**src/hdl/ffbpa_pkg.sv**
```systemverilog
// Shared types, codes and defaults for the first-fit block pool allocator.
package ffbpa_pkg;

  localparam int POOL_BYTES_DEF  = 4096;
  localparam int MAX_ENTRIES_DEF = 16;

  localparam logic [1:0] CMD_ALLOC = 2'd0;
  localparam logic [1:0] CMD_FREE  = 2'd1;

  localparam logic [2:0] ST_NEW        = 3'd0;
  localparam logic [2:0] ST_REUSED     = 3'd1;
  localparam logic [2:0] ST_FREED      = 3'd2;
  localparam logic [2:0] ST_BAD_SIZE   = 3'd3;
  localparam logic [2:0] ST_NO_MEM     = 3'd4;
  localparam logic [2:0] ST_FULL       = 3'd5;
  localparam logic [2:0] ST_BAD_FREE   = 3'd6;
  localparam logic [2:0] ST_NULL_CLEAR = 3'd7;

  typedef struct packed {
    logic [1:0]  command;
    logic [15:0] request_size;
    logic [11:0] block_offset;
    logic        offset_is_null;
  } cmd_word_t;

  typedef struct packed {
    logic [2:0]  status;
    logic [11:0] result_offset;
    logic [12:0] used_bytes;
    logic [4:0]  block_count;
  } result_word_t;

  typedef enum logic [1:0] {
    K_ALLOC  = 2'd0,
    K_FREE   = 2'd1,
    K_CLEAR  = 2'd2,
    K_REPORT = 2'd3
  } op_kind_t;

  typedef struct packed {
    op_kind_t    kind;
    logic [15:0] size;
    logic [11:0] offset;
    logic [2:0]  status;
  } op_word_t;

  typedef struct packed {
    logic [11:0] offset;
    logic [12:0] size;
    logic        is_free;
  } entry_t;

endpackage

```
**src/hdl/first_fit_block_pool_allocator_unit.sv**
```systemverilog
// Top level of the first-fit block pool allocator.
//
// A command word is taken on request at a rising edge where start is high and busy
// is low. The command allocates a size, frees a block by its offset, or clears the
// whole pool. Every command gives exactly one result word on result, marked by done
// for a single cycle; the receiver cannot hold results off.
// A front end classifies commands and keeps up to two of them queued, so busy rises
// only when both queue slots hold words the back end has not yet taken.
// Clears, rejected sizes, null frees, allocations refused on the used-byte or table-full
// check and commands that find the table empty finish in the back end straight from idle;
// done is registered after the command has passed through its queue slot. Allocations
// and frees that search the block table read one table entry per cycle through the read
// port of the table memory, and the back end pops no new command until a search ends.
// Reset empties the queue and zeroes the used-byte count, bump offset and block count;
// table entries are not cleared, since only entries below the block count are read.
module first_fit_block_pool_allocator_unit #(
  parameter int POOL_BYTES  = ffbpa_pkg::POOL_BYTES_DEF,
  parameter int MAX_ENTRIES = ffbpa_pkg::MAX_ENTRIES_DEF
) (
  input  logic                    clk,
  input  logic                    rst,
  input  logic                    start,
  input  ffbpa_pkg::cmd_word_t    request,
  output logic                    busy,
  output logic                    done,
  output ffbpa_pkg::result_word_t result
);

  logic                q_valid;
  logic                q_pop;
  ffbpa_pkg::op_word_t q_word;

  ffbpa_front #(
    .POOL_BYTES(POOL_BYTES)
  ) u_front (
    .clk    (clk),
    .rst    (rst),
    .start  (start),
    .request(request),
    .busy   (busy),
    .q_valid(q_valid),
    .q_word (q_word),
    .q_pop  (q_pop)
  );

  ffbpa_back #(
    .POOL_BYTES (POOL_BYTES),
    .MAX_ENTRIES(MAX_ENTRIES)
  ) u_back (
    .clk    (clk),
    .rst    (rst),
    .q_valid(q_valid),
    .q_word (q_word),
    .q_pop  (q_pop),
    .done   (done),
    .result (result)
  );

endmodule

```
**src/hdl/ffbpa_front.sv**
```systemverilog
// Command front end: classifies each command word and queues it for the back end.
module ffbpa_front #(
  parameter int POOL_BYTES = ffbpa_pkg::POOL_BYTES_DEF
) (
  input  logic                 clk,
  input  logic                 rst,
  input  logic                 start,
  input  ffbpa_pkg::cmd_word_t request,
  output logic                 busy,
  output logic                 q_valid,
  output ffbpa_pkg::op_word_t  q_word,
  input  logic                 q_pop
);

  localparam logic [16:0] POOL_LIM = 17'(POOL_BYTES);

  ffbpa_pkg::op_word_t classified;
  ffbpa_pkg::op_word_t slot [2];
  logic [1:0] fill;
  logic [1:0] fill_next;
  logic       wr_ptr;
  logic       rd_ptr;
  logic       push;

  always_comb begin
    classified.size   = request.request_size;
    classified.offset = request.block_offset;
    classified.status = ffbpa_pkg::ST_NULL_CLEAR;
    classified.kind   = ffbpa_pkg::K_CLEAR;
    if (request.command == ffbpa_pkg::CMD_ALLOC) begin
      if (request.request_size == 16'd0 || {1'b0, request.request_size} > POOL_LIM) begin
        classified.kind   = ffbpa_pkg::K_REPORT;
        classified.status = ffbpa_pkg::ST_BAD_SIZE;
      end else begin
        classified.kind = ffbpa_pkg::K_ALLOC;
      end
    end else if (request.command == ffbpa_pkg::CMD_FREE) begin
      if (request.offset_is_null) begin
        classified.kind   = ffbpa_pkg::K_REPORT;
        classified.status = ffbpa_pkg::ST_NULL_CLEAR;
      end else begin
        classified.kind = ffbpa_pkg::K_FREE;
      end
    end
  end

  assign busy    = (fill == 2'd2);
  assign push    = start && !busy;
  assign q_valid = (fill != 2'd0);
  assign q_word  = slot[rd_ptr];

  always_comb begin
    fill_next = fill;
    if (push && !q_pop) begin
      fill_next = fill + 2'd1;
    end else if (!push && q_pop) begin
      fill_next = fill - 2'd1;
    end
  end

  always_ff @(posedge clk) begin
    if (rst) begin
      fill   <= 2'd0;
      wr_ptr <= 1'b0;
      rd_ptr <= 1'b0;
    end else begin
      fill <= fill_next;
      if (push) begin
        wr_ptr <= !wr_ptr;
      end
      if (q_pop) begin
        rd_ptr <= !rd_ptr;
      end
    end
  end

  always_ff @(posedge clk) begin
    if (push) begin
      slot[wr_ptr] <= classified;
    end
  end

endmodule

```
**src/hdl/ffbpa_back.sv**
```systemverilog
// Command back end: block table, pool counters and the first-fit search sequencer.
module ffbpa_back #(
  parameter int POOL_BYTES  = ffbpa_pkg::POOL_BYTES_DEF,
  parameter int MAX_ENTRIES = ffbpa_pkg::MAX_ENTRIES_DEF
) (
  input  logic                    clk,
  input  logic                    rst,
  input  logic                    q_valid,
  input  ffbpa_pkg::op_word_t     q_word,
  output logic                    q_pop,
  output logic                    done,
  output ffbpa_pkg::result_word_t result
);

  localparam int IW = (MAX_ENTRIES > 1) ? $clog2(MAX_ENTRIES) : 1;
  localparam int CW = $clog2(MAX_ENTRIES + 1);
  localparam logic [16:0] POOL_LIM = 17'(POOL_BYTES);
  localparam logic [CW-1:0] MAX_CNT = CW'(MAX_ENTRIES);

  typedef enum logic [1:0] {
    S_IDLE = 2'b01,
    S_SCAN = 2'b10
  } state_t;

  state_t state;
  state_t state_next;
  ffbpa_pkg::op_word_t op;
  logic [IW-1:0] idx;
  logic [IW-1:0] idx_next;
  logic [CW-1:0] count;
  logic [CW-1:0] count_next;
  logic [12:0]   used;
  logic [12:0]   used_next;
  logic [12:0]   bump;
  logic [12:0]   bump_next;
  logic          done_next;
  ffbpa_pkg::result_word_t result_next;

  ffbpa_pkg::entry_t mem [MAX_ENTRIES];
  ffbpa_pkg::entry_t rd_data;
  ffbpa_pkg::entry_t wr_data;
  logic [IW-1:0] rd_addr;
  logic [IW-1:0] wr_addr;
  logic          wr_en;

  logic [15:0] act_size;
  logic [CW:0] idx_inc;
  logic        last;
  logic        reuse_hit;
  logic        free_hit;
  logic        report;
  logic [2:0]  status_next;
  logic [11:0] offset_next;

  assign q_pop    = (state == S_IDLE) && q_valid;
  assign act_size = (state == S_IDLE) ? q_word.size : op.size;
  assign idx_inc  = (CW + 1)'(idx) + 1'b1;
  assign last     = (idx_inc == {1'b0, count});
  assign reuse_hit = rd_data.is_free && ({3'b000, rd_data.size} >= op.size);
  assign free_hit  = !rd_data.is_free && (rd_data.offset == op.offset);

  always_comb begin
    state_next  = state;
    idx_next    = idx;
    count_next  = count;
    used_next   = used;
    bump_next   = bump;
    wr_en       = 1'b0;
    wr_addr     = idx;
    wr_data     = rd_data;
    rd_addr     = idx_inc[IW-1:0];
    report      = 1'b0;
    status_next = ffbpa_pkg::ST_NULL_CLEAR;
    offset_next = 12'd0;

    case (state)
      S_IDLE: begin
        rd_addr = '0;
        idx_next = '0;
        if (q_valid) begin
          case (q_word.kind)
            ffbpa_pkg::K_CLEAR: begin
              count_next  = '0;
              used_next   = 13'd0;
              bump_next   = 13'd0;
              report      = 1'b1;
            end
            ffbpa_pkg::K_REPORT: begin
              report      = 1'b1;
              status_next = q_word.status;
            end
            ffbpa_pkg::K_ALLOC: begin
              if ({4'b0000, used} + {1'b0, q_word.size} > POOL_LIM) begin
                report      = 1'b1;
                status_next = ffbpa_pkg::ST_NO_MEM;
              end else if (count >= MAX_CNT) begin
                report      = 1'b1;
                status_next = ffbpa_pkg::ST_FULL;
              end else if (count != '0) begin
                state_next = S_SCAN;
              end else begin
                report = 1'b1;
                if ({4'b0000, bump} + {1'b0, act_size} > POOL_LIM) begin
                  status_next = ffbpa_pkg::ST_NO_MEM;
                end else begin
                  wr_en          = 1'b1;
                  wr_addr        = count[IW-1:0];
                  wr_data.offset = bump[11:0];
                  wr_data.size   = act_size[12:0];
                  wr_data.is_free = 1'b0;
                  count_next     = count + 1'b1;
                  bump_next      = bump + act_size[12:0];
                  used_next      = used + act_size[12:0];
                  status_next    = ffbpa_pkg::ST_NEW;
                  offset_next    = bump[11:0];
                end
              end
            end
            ffbpa_pkg::K_FREE: begin
              if (count == '0) begin
                report      = 1'b1;
                status_next = ffbpa_pkg::ST_BAD_FREE;
              end else begin
                state_next = S_SCAN;
              end
            end
            default: begin
              report = 1'b1;
            end
          endcase
        end
      end
      S_SCAN: begin
        idx_next = idx_inc[IW-1:0];
        if (op.kind == ffbpa_pkg::K_ALLOC) begin
          if (reuse_hit) begin
            wr_en           = 1'b1;
            wr_data.is_free = 1'b0;
            used_next       = used + rd_data.size;
            report          = 1'b1;
            status_next     = ffbpa_pkg::ST_REUSED;
            offset_next     = rd_data.offset;
            state_next      = S_IDLE;
          end else if (last) begin
            report     = 1'b1;
            state_next = S_IDLE;
            if ({4'b0000, bump} + {1'b0, act_size} > POOL_LIM) begin
              status_next = ffbpa_pkg::ST_NO_MEM;
            end else begin
              wr_en           = 1'b1;
              wr_addr         = count[IW-1:0];
              wr_data.offset  = bump[11:0];
              wr_data.size    = act_size[12:0];
              wr_data.is_free = 1'b0;
              count_next      = count + 1'b1;
              bump_next       = bump + act_size[12:0];
              used_next       = used + act_size[12:0];
              status_next     = ffbpa_pkg::ST_NEW;
              offset_next     = bump[11:0];
            end
          end
        end else begin
          if (free_hit) begin
            wr_en           = 1'b1;
            wr_data.is_free = 1'b1;
            used_next       = (used >= rd_data.size) ? used - rd_data.size : 13'd0;
            report          = 1'b1;
            status_next     = ffbpa_pkg::ST_FREED;
            state_next      = S_IDLE;
          end else if (last) begin
            report      = 1'b1;
            status_next = ffbpa_pkg::ST_BAD_FREE;
            state_next  = S_IDLE;
          end
        end
      end
      default: begin
        state_next = S_IDLE;
      end
    endcase

    done_next                 = report;
    result_next.status        = status_next;
    result_next.result_offset = offset_next;
    result_next.used_bytes    = used_next;
    result_next.block_count   = 5'(count_next);
  end

  always_ff @(posedge clk) begin
    if (rst) begin
      state <= S_IDLE;
      count <= '0;
      used  <= 13'd0;
      bump  <= 13'd0;
      done  <= 1'b0;
      idx   <= '0;
    end else begin
      state <= state_next;
      count <= count_next;
      used  <= used_next;
      bump  <= bump_next;
      done  <= done_next;
      idx   <= idx_next;
    end
  end

  always_ff @(posedge clk) begin
    result <= result_next;
    if (q_pop) begin
      op <= q_word;
    end
  end

  always_ff @(posedge clk) begin
    if (wr_en) begin
      mem[wr_addr] <= wr_data;
    end
    rd_data <= mem[rd_addr];
  end

endmodule

```
**config.mk**
```make
export PLATFORM = sky130hd
export DESIGN_NAME = first_fit_block_pool_allocator_unit
export DESIGN_NICKNAME = d
export VERILOG_FILES = /design/src/hdl/ffbpa_pkg.sv /design/src/hdl/first_fit_block_pool_allocator_unit.sv /design/src/hdl/ffbpa_front.sv /design/src/hdl/ffbpa_back.sv
export SDC_FILE = /design/constraint.sdc
export NUM_CORES = 1
export LEC_CHECK = 0
export BUFFER_PORTS_ARGS = -buffer_cell sky130_fd_sc_hd__buf_2
export CAP_MARGIN = 20
export CORE_MARGIN = 2
export CORE_UTILIZATION = 40
export CTS_CLUSTER_DIAMETER = 100
export DETAILED_ROUTE_END_ITERATION = 10
export PLACE_DENSITY = 0.62
export SLEW_MARGIN = 20
export SYNTH_ARGS = -nofsm -noshare
export SYNTH_HDL_FRONTEND = slang
export SYNTH_SLANG_ARGS = --single-unit
```
**constraint.sdc**
```tcl
create_clock -name clk -period 20.3 [get_ports clk]
set_input_delay 2.03 -clock clk [delete_from_list [all_inputs] [get_ports clk]]
set_output_delay 2.03 -clock clk [all_outputs]
set_load 0.005 [all_outputs]
```
Word level (Yosys, flattened, before mapping)
Memories as Yosys holds them, arrays and structs flattened. A register that Yosys moved wholly into a read port is not among the register bits. Index checks and enable logic that the tools add are counted.

$add $sub $neg: 10. Order comparisons: 6. Reduce and logical (&&, ||, !) cells: 25. Eq/ne operators: 20. Mux-type cells: 128.

Operator list (number): $mux W13 (18); $mux W26 (7); $mux W12 (9); $pmux W13 S2 (4); $pmux W26 S2 (1); $mux W25 (2); $mux W4 (10); $mux W5 (8); $add A13 B13 Y13 (3); $add A13 B16 Y17 (2); $gt A17 B13 Y1 const B (2); $mux W3 (11); $mux W1 (30); $mux W2 (15); $pmux W12 S2 (1); $ne A3 B3 Y1 const B (7); $pmux W5 S2 (2); $ge A13 B16 Y1 (1); $gt A16 B13 Y1 const B (1); $logic_not A16 Y1 (1); $mux W16 (1); $pmux W4 S2 (2); $ge A13 B13 Y1 (1); $sub A13 B13 Y13 (1); other kinds (26) (49).

RAM bits: 482. Bits in registers: 105. Bits of input ports: 34. Memories: 2. Output and inout bits: 35. Word-level logic and storage cells: 207.

Memories: u_back.mem (words 16, width 26, read ports 1, clocked after memory_dff 1, write ports 1, RTL line ffbpa_back.sv:39) `ffbpa_pkg::entry_t mem [MAX_ENTRIES];`; u_front.slot (words 2, width 33, read ports 1, clocked after memory_dff 1, write ports 1, RTL line ffbpa_front.sv:18) `ffbpa_pkg::op_word_t slot [2];`.

Logic depth before layout (Yosys ltp)
Word-level depth: 13. Gate-level depth with buffers: 22.

By module
Synthesis repeated with hierarchy kept, for this count alone.

Cell total of the unflattened synthesis: 2241. Area total of the unflattened synthesis: 28526.1 sq um.

Modules (own cells, without submodules): ffbpa_back (times used 1, seq. area each 15334.7 sq um, area an instance 25956.1 sq um, cells an instance 2104); ffbpa_front (times used 1, seq. area each 1961.9 sq um, area an instance 2570.0 sq um, cells an instance 137).

Worst setup path before layout
OpenSTA, ideal clock, no wires.

Kind: reg2reg. Start point: reg (tool-made name). End point: mem u_back.mem[0][0] (netlist bit), enable pin. Path slack: 13.786 ns. Data required time: 19.891 ns. Data arrival time: 6.105 ns. Period minus slack after synthesis: 6.514 ns. Buffers on the path: 3. Cell stages (with the launch flop): 20. Setup time: 0.409 ns. Cell sequence: dfxtp_1 -> clkbuf_1 -> clkbuf_1 -> buf_1 -> mux2i_1 -> nor2_1 -> a21oi_1 -> inv_1 -> ha_1 -> a211oi_1 -> o21ai_1 -> a31o_1 -> a311o_1 -> a31o_2 -> a21o_1 -> nor2_8 -> a31oi_4 -> a221o_1 -> or3_4 -> nor2_1.

RTL lines (RTL line): end, declared (ffbpa_back.sv:39).

==> flow_summary.json <==
{
  "status": "finished, final reports clean",
  "ys_seq_elements": 610,
  "die_h_um": 270,
  "syn_inst": 2382,
  "drtIter0Drc": 2030,
  "dp.final_hpwl_mm": 53.3,
  "worst_ep_arrival_time_ps": 7120,
  "drtPass1Iterations": 6,
  "comb_power_share": 0.126,
  "cts_buffer_depth": 3,
  "synth.area.top_cells": "edfxtp_1 (54%), dfxtp_1 (7.2%), nand2_1 (4.5%)",
  "hold_viol_final": 0,
  "min_period_ps": 6890,
  "p_int_uw": 2230,
  "antenna_found_initial": 3,
  "async_flop_share": 0,
  "clkTransAtPathRegs_ps": 60,
  "fmax_mhz": 145,
  "switching_share": 0.264,
  "p_leak_uw": 0.0112,
  "gp_congestion": 0.947,
  "detail_route.wl_per_cell_um": 23.2,
  "cts_hold_buffers": 0,
  "finClkSkew_ps": 35.0,
  "numPortBuffers": 68,
  "via_per_inst": 5.69,
  "core_mm2": 0.0700,
  "n_antenna_cell": 0,
  "yosys_warnings": 0,
  "track_usage": 0.215,
  "syn_area_mm2": 0.0283,
  "grt-ovfl-total": 0,
  "endpoint_kind": "flop",
  "ys_seq_area_frac": 0.612,
  "io_pins": 69,
  "p_sw_uw": 798,
  "std_cell_rows": 97,
  "routed_wl_mm": 79.4,
  "setup_viol": 0,
  "h-tree-depth": 3,
  "synth_cell_types": 90,
  "vdd_ir_drop_max_mv": 0.0633,
  "synth_edf_count": 508,
  "yosysTopAreaCellShare": 0.540,
  "drc": 0,
  "pwr-share-clk": 0.398,
  "initial_core_util": 0.404,
  "worstHoldPathType": "flop to flop",
  "cts_root_buf": "clkbuf_16",
  "area_delta_synth_final_pct": 13.3,
  "totalPowerFinal_uw": 3030,
  "finalCritPeriodShare": 0.340,
  "fill_cells": 6362,
  "grt_pass1_wl_mm": 119,
  "clock_latency_ps": 630,
  "grt_pass1_vias": 18823,
  "clock-sinks": 610,
  "synthFlopType": "edfxtp_1",
  "grt_setup_unrepaired": "false",
  "postCtsResizedCells": 0,
  "power.density_mw_per_mm2": 94.5,
  "fin_setup_tns_ps": 0,
  "worst_setup_path_start_kind": "flop",
  "cts_tree": "built",
  "ant_nets": 0,
  "grt_max_degree": 75,
  "synth_top_area_cell": "edfxtp_1",
  "drive_gt1_frac": 0.121,
  "cp_max_fo": 33,
  "die_x_um": 270,
  "die-area_mm2": 0.0728,
  "postCtsSetupRepairBufs": 0,
  "required_ps": 20530,
  "via_count": 19471,
  "max_cap_violations": 0,
  "relSlewSlack": 0.304,
  "seqPwrFrac": 0.476,
  "critPathKind": "flop to flop",
  "worst_slew_pin_slew_ps": 1040,
  "synth.net_count": 2503,
  "syn_area_per_cell_um2": 11.9,
  "layout.nets": 2549,
  "slew_viol_final": 0,
  "cts_buffers": 66
}
## kinds of logic (layout without fill, tap and decap cells)
kind of cell             Yosys count  count (layout)  share of synthesized area
multiplexers                     107             107                     0.0410
XOR/XNOR                          71              71                     0.0228
AND/OR/NAND/NOR                  778             778                      0.126
flip-flops                       610             610                      0.612
buffers and inverters            205             305                     0.0279
AO/OA/AOI/OAI                    524             524                      0.131
adder cells (fa/ha/maj)           87              87                     0.0398
## flip-flops by register name, indices dropped and copies added (netlist names), named ones only
signal	flops
u_back.state	2
u_back.op	30
u_back.bump	13
u_back.mem	416
u_front.fill	2
u_front.rd_ptr	1
u_back.result	33
u_back.count	5
u_back.rd_data	26
u_front.slot	62
u_back.done	1
u_front.wr_ptr	1
u_back.idx	4
u_back.used	13
## cell usage in the layout, fill, tap and decap left out, drive strengths merged, types with 7 or more instances in the layout
cell type / count
mux2i: 72
nand2b: 12
o22ai: 9
o2111ai: 8
a31oi: 33
xor2: 36
ha: 82
a22oi: 19
mux2: 31
o21bai: 7
or3: 12
inv: 74
nor4: 8
dfxtp: 102
o21a: 14
nor2: 142
or2: 8
a211oi: 54
and2: 19
nor3: 45
a311oi: 71
nand3: 99
edfxtp: 508
nor2b: 58
nand3b: 7
a211o: 7
a21oi: 109
and3: 11
o31ai: 10
xnor2: 34
a21o: 23
buf: 112
a22o: 13
clkbuf: 86
a221oi: 8
o21ai: 84
nand2: 337
clkinv: 28
## power groups by stage
| stage | clock network (uW) | logic (uW) | registers (uW) |
|---|---|---|---|
| floorplan | 0 | 243 | 1450 |
| global placement | 0 | 371 | 1460 |
| detailed placement | 0 | 374 | 1460 |
| CTS | 1230 | 377 | 1440 |
| global route | 1280 | 410 | 1440 |
| finish | 1210 | 381 | 1440 |
## Yosys cell counts (8+ instances only)
cell / n
clkbuf_1: 103
mux2_2: 31
nor3_1: 44
nor4_1: 8
a21oi_1: 108
a211oi_1: 52
ha_1: 82
mux2i_1: 72
a22o_1: 13
a22oi_1: 19
xor2_1: 35
or3_1: 11
o21a_1: 13
and2_1: 18
edfxtp_1: 508
buf_1: 23
nand2b_1: 12
a311oi_1: 71
dfxtp_1: 102
nand3_1: 99
a21o_1: 23
inv_1: 69
o21ai_0: 78
o31ai_1: 10
nor2b_1: 58
nand2_1: 337
nor2_1: 141
and3_1: 11
xnor2_1: 34
o22ai_1: 9
a31oi_1: 32
## per-layer routing
metal / vias to the layer above / GRT usage / share of wire
met1: 9570 / 0.301 / 0.44
li1: 9012 / - / -
met3: 163 / 0.0300 / 0.060
met2: 726 / 0.335 / 0.45
met4: 0 / 0.0893 / 0.044
met5: - / 0 / 0
## worst paths after layout
check                                      from                to  slack, ps  depth (start not counted)
worst max-delay path                       flop  u_back.mem[2][6]      13410                         17
worst min-delay path            u_back.bump[12]   u_back.bump[12]        480                          1
worst max register to register             flop  u_back.mem[2][6]      13410                         17
worst min register to register  u_back.bump[12]   u_back.bump[12]        480                          1
## through the flow
step / std cells / hold slack, ps / instance area, um2 / utilization / setup slack [ps]
2_1_floorplan: 2382 / 447 / 28300 / - / 13790
3_3_place_gp: 3299 / 459 / 29800 / 0.425 / 13370
3_5_place_dp: 3299 / 467 / 29800 / 0.425 / 13290
4_1_cts: 3421 / 481 / 32000 / 0.457 / 13250
5_1_grt: 3422 / 514 / 32000 / 0.457 / 12980
6_report: 3422 / 482 / 32000 / 0.457 / 13410
## final cells by class
cell class                      count  area, um2  share of cell area
Sequential cell                   610      17300               0.540
Multi-Input combinational cell   1567      10400               0.324
Tap cell                          940       1180              0.0367
Clock buffer                       86       1800              0.0562
Clock inverter                     36        413              0.0129
Inverter                           71        267             0.00832
Timing Repair Buffer              112        691              0.0216
## worst max-delay path, stage by stage, from the launching register on
cell and delay (ps):
dfxtp_1 300, buf_4 400, mux2i_1 460, nor2_1 80, a21oi_1 460, inv_1 210
ha_1 340, a211oi_1 320, o21ai_1 250, a31o_1 310, a311o_1 330, a31o_2 250
a21o_1 270, nor2_8 330, a31oi_4 220, nor2_1 630, o21ai_1 430, nor2_4 870
Power figures use the tool's default switching activity.
